<file path="src/hdl/bitmap_id_allocator_macros.svh">
// ----------------------------------------------------------------------------
// Assertion macros for the bitmap ID allocator
// Concurrent checks that compile away when SYNTHESIS is defined.
// ----------------------------------------------------------------------------
`ifndef BITMAP_ID_ALLOCATOR_MACROS_SVH
`define BITMAP_ID_ALLOCATOR_MACROS_SVH

`ifndef SYNTHESIS
// property must hold on every clock edge outside reset
`define BIA_ASSERT_ALWAYS(label, clk, rst, prop, msg) \
   label: assert property (@(posedge clk) disable iff (rst) (prop)) else $error(msg);
// consequent must hold in the cycle after the antecedent
`define BIA_ASSERT_NEXT(label, clk, rst, ante, cons, msg) \
   label: assert property (@(posedge clk) disable iff (rst) (ante) |=> (cons)) else $error(msg);
`else
`define BIA_ASSERT_ALWAYS(label, clk, rst, prop, msg)
`define BIA_ASSERT_NEXT(label, clk, rst, ante, cons, msg)
`endif

`endif

</file>
<file path="src/hdl/bia_pkg.sv">
// ----------------------------------------------------------------------------
// bia_pkg
// Shared sizes, request codes and the word status record of the allocator.
// ----------------------------------------------------------------------------
`default_nettype none

package bia_pkg;

   localparam int MAX_IDS       = 256;
   localparam int WORD_BITS     = 32;
   localparam int VALUE_BITS    = 64;
   localparam int NWORDS        = (MAX_IDS + WORD_BITS - 1) / WORD_BITS;
   localparam int ID_BITS       = $clog2(MAX_IDS);
   localparam int COUNT_BITS    = ID_BITS + 1;
   localparam int BIT_IDX_BITS  = $clog2(WORD_BITS);
   localparam int WORD_IDX_BITS = $clog2(NWORDS);
   localparam int WCOUNT_BITS   = WORD_IDX_BITS + 1;

   typedef enum logic [1:0] {
      MODE_ALLOC  = 2'd0,
      MODE_FIND   = 2'd1,
      MODE_REMOVE = 2'd2
   } mode_type;

   typedef struct packed {
      logic [WORD_BITS-1:0]    valid_mask;
      logic [WORD_BITS-1:0]    free_mask;
      logic                    any_free;
      logic [BIT_IDX_BITS-1:0] low_bit;
   } word_stat_type;

endpackage

`default_nettype wire

</file>
<file path="src/hdl/bia_word_unit.sv">
// ----------------------------------------------------------------------------
// bia_word_unit
// Shared bitmap word unit: masks IDs beyond the active count, finds free
// bits and encodes the lowest free bit of one word.
// ----------------------------------------------------------------------------
`default_nettype none

module bia_word_unit import bia_pkg::*; (
   input  wire logic [WORD_IDX_BITS-1:0] word_idx,
   input  wire logic [WORD_BITS-1:0]     used_word,
   input  wire logic [COUNT_BITS-1:0]    active_n,
   output word_stat_type                 stat
);

   logic [WORD_BITS-1:0]    valid_mask;
   logic [WORD_BITS-1:0]    free_mask;
   logic [WORD_BITS-1:0]    lowest;
   logic [BIT_IDX_BITS-1:0] low_bit;

   always_comb begin
      for (int b = 0; b < WORD_BITS; b++) begin
         valid_mask[b] = COUNT_BITS'({word_idx, b[BIT_IDX_BITS-1:0]}) < active_n;
      end
   end

   assign free_mask = ~used_word & valid_mask;
   assign lowest    = free_mask & (~free_mask + WORD_BITS'(1));

   // one-hot to index, one bit of the index at a time
   always_comb begin
      for (int k = 0; k < BIT_IDX_BITS; k++) begin
         low_bit[k] = 1'b0;
         for (int b = 0; b < WORD_BITS; b++) begin
            if (b[k]) begin
               low_bit[k] = low_bit[k] | lowest[b];
            end
         end
      end
   end

   assign stat.valid_mask = valid_mask;
   assign stat.free_mask  = free_mask;
   assign stat.any_free   = |free_mask;
   assign stat.low_bit    = low_bit;

endmodule

`default_nettype wire

</file>
<file path="config.mk">
export PLATFORM = sky130hd
export DESIGN_NAME = bia_word_unit
export DESIGN_NICKNAME = d
export VERILOG_FILES = /design/src/hdl/bitmap_id_allocator_macros.svh /design/src/hdl/bia_pkg.sv /design/src/hdl/bia_word_unit.sv
export SDC_FILE = /design/constraint.sdc
export NUM_CORES = 1
export LEC_CHECK = 0
export ABC_CLOCK_PERIOD_IN_PS = 4900
export BUFFER_PORTS_ARGS = -buffer_cell sky130_fd_sc_hd__buf_2
export CAP_MARGIN = 20
export CORE_MARGIN = 1.5
export CORE_UTILIZATION = 35
export DETAILED_ROUTE_END_ITERATION = 10
export PLACE_DENSITY = 0.72
export SLEW_MARGIN = 20
export SYNTH_ARGS = -nofsm -noshare
export SYNTH_HDL_FRONTEND = slang
export SYNTH_SLANG_ARGS = --single-unit
</file>
<file path="constraint.sdc">
create_clock -name vclk -period 4.9
set_input_delay 0.245 -clock vclk [all_inputs]
set_output_delay 0.245 -clock vclk [all_outputs]
set_load 0.01 [all_outputs]
</file>
==> metrics <==
largest net degree at the start of global routing 50; Post-route DRC 0; Core Area 0.00475 mm^2; input/output buffers 114; most frequent cell after synthesis nor2_1; Non-Filler Instances 438; die height ~74 um; slowest cell delay on critical path approximately 0.6 ns; WHS around 0.75 ns; fill count ~520; synthesized area per cell about 6.4 um^2; Layout area overhead 32.8%; mapped cell area approximately 0.0017 mm^2; gr usage total about 26%; row count 25; worst-path maximum fanout 27; period utilization about three quarters; vias in the first global route 2351; MaxCap Viol Count 0; Synth Area in Simple Gates a little under half; mux cell area share after synthesis 0%; Synth Area in Compound Gates 40.1%; hold path depth 3; DR WL/cell roughly 16 um; HP Class primary input to output port; post-CTS setup buffer count 0; P per Cell Area 118 mW/mm^2; Hold Path Sink stat[37]; most common library cells after synthesis nor2_1, a21oi_1, nor3_1, inv_1, nand2_1; Worst Path Required 4.66 ns; Via density ~5.8; Layout clock buffers 0; Initial Util between 30% and 40%; unrepaired setup endpoints after global routing no; yosys warns 0; main combinational cell family by area after synthesis simple AND/OR/NAND/NOR gates; status finished clean; initial antenna violation count 0; die area approximately 0.0054 mm^2; Cells after Synth between 200 and 300; Post-Synth Adder-Cell Area roughly 2.9%; dominant cell type by area after synthesis nor2_1; Cell Chain, Critical Path buf_2, inv_1, ha_1, o21bai_1, nor2_4, buf_16, a211oi_2, or4_4, nor4_1, or2_2, o221ai_1, nand4_1, buf_2; post-synth cell types 66; pre-CTS WS approximately 1.1 ns; PostCTS Resize Cnt 0; Detail Route Antenna Nets 0; Die W 73.7 um; gpl congestion 0.909; I/O pins about 110; final setup fails 0; final hold violations 0; Final nets between 400 and 500; top cells by area, synth nor2_1, a21oi_1, nor3_1; CP max stage cell or4_4; layout cells sized above 1 39.4%; Slew HR a little under three fifths; CP Class primary input to output port; sequential share of the synthesized area 0%; Slew Limit Fails 0; syn nets 322; setup_tns 0 ns; DP HPWL 5810 um; First-pass DRT Iterations 5; Worst-Margin Slew 0.645 ns; Post-Synth XOR/XNOR Area 0%; min-delay src used_word[31]; Startpoint Class primary input; CP Capture Type output port; FF/Latch Area 0 um^2; via count between 2000 and 3000; Achievable Freq between 0.2 and 0.3 GHz; FFs & Latches 0; PnR worst setup slack 1.19 ns; total routed wirelength approximately 7100 um; Critical Path Most Common Cell buf_2; initial DRC count 190; VDD IR max roughly 58 uV; Util after Layout between 40% and 50%; hold buffers post-CTS 0; fin crit period between 3 and 4 ns; Worst Path Arrival 3.46 ns; Leakage 1.04 nW; Synth top area share a little over a tenth; # diodes 0; Placed Cells incl. Taps roughly 440; first-pass GRT wire length ~11000 um; GR Overflow Total 0
[metrics by stage]
| step | total power (W) | instance area [um^2] |
|---|---|---|
| global placement | 0.000267 | 2290 |
| CTS | 0.000269 | 2290 |
| global route | 0.000300 | 2320 |
| floorplan | 0.000170 | 1750 |
| detailed placement | 0.000267 | 2290 |
| finish | 0.000275 | 2320 |
[placed cells by master, fill, tap and decap left out, types with 3 or more instances in the layout]
cell type    n
a211oi_1     7
a211oi_2     4
a21o_1       6
a21oi_1     24
a31oi_1      3
and3_1       3
buf_2      114
ha_1         4
inv_1       17
nand2_1     14
nand3_1      5
nand4_1      5
nor2_1      49
nor2b_1      4
nor3_1      24
nor3_2       6
o211ai_1     3
o21a_1       4
o21ai_0     10
o21ai_1      3
o21bai_1     3
[worst max-delay path by stage]
| stage | from | endpoint | slack (ns) | depth (start not counted) |
|---|---|---|---|---|
| detailed placement | active_n[6] | stat[4] | 1.11 | 12 |
| finish | active_n[7] | stat[4] | 1.19 | 13 |
| CTS | active_n[7] | stat[4] | 1.08 | 12 |
| floorplan | active_n[6] | stat[4] | 1.92 | 10 |
| global placement | active_n[7] | stat[4] | 1.15 | 12 |
| global route | active_n[7] | stat[4] | 1.02 | 13 |
[cell families after synthesis]
kind of cell / Yosys count
AO/OA/AOI/OAI: 94
adder cells (fa/ha/maj): 4
buffers and inverters: 36
AND/OR/NAND/NOR: 140
[layout make-up]
class	instances	area (um^2)	share of cell area [%]
multi-input cells	238	1570	67.7
repair buffers	115	598	25.8
well taps	67	83.8	3.61
inverters	18	67.6	2.91
[power by group]
group	switching, W	total [W]	internal, W
Sequential	0	0	0
Combinational	0.000171	0.000275	0.000104
Clock	0	0	0
[critical path: cells and delay by family]
kind | cells | cell delay [ns]
buffers and inverters | 4 | 0.48
AO/OA/AOI/OAI | 3 | 0.40
adder cells (fa/ha/maj) | 1 | 0.41
AND/OR/NAND/NOR | 5 | 1.89
[routing by layer]
layer / vias up / part of all wire [%] / track usage [%]
met5: - / 0 / 0
met2: 159 / 47 / 43.5
met1: 1152 / 43 / 35.3
met3: 14 / 8.0 / 1.51
met4: 0 / 1.8 / 5.97
li1: 1236 / - / -
Note: power is estimated with default switching activity, not from simulation.
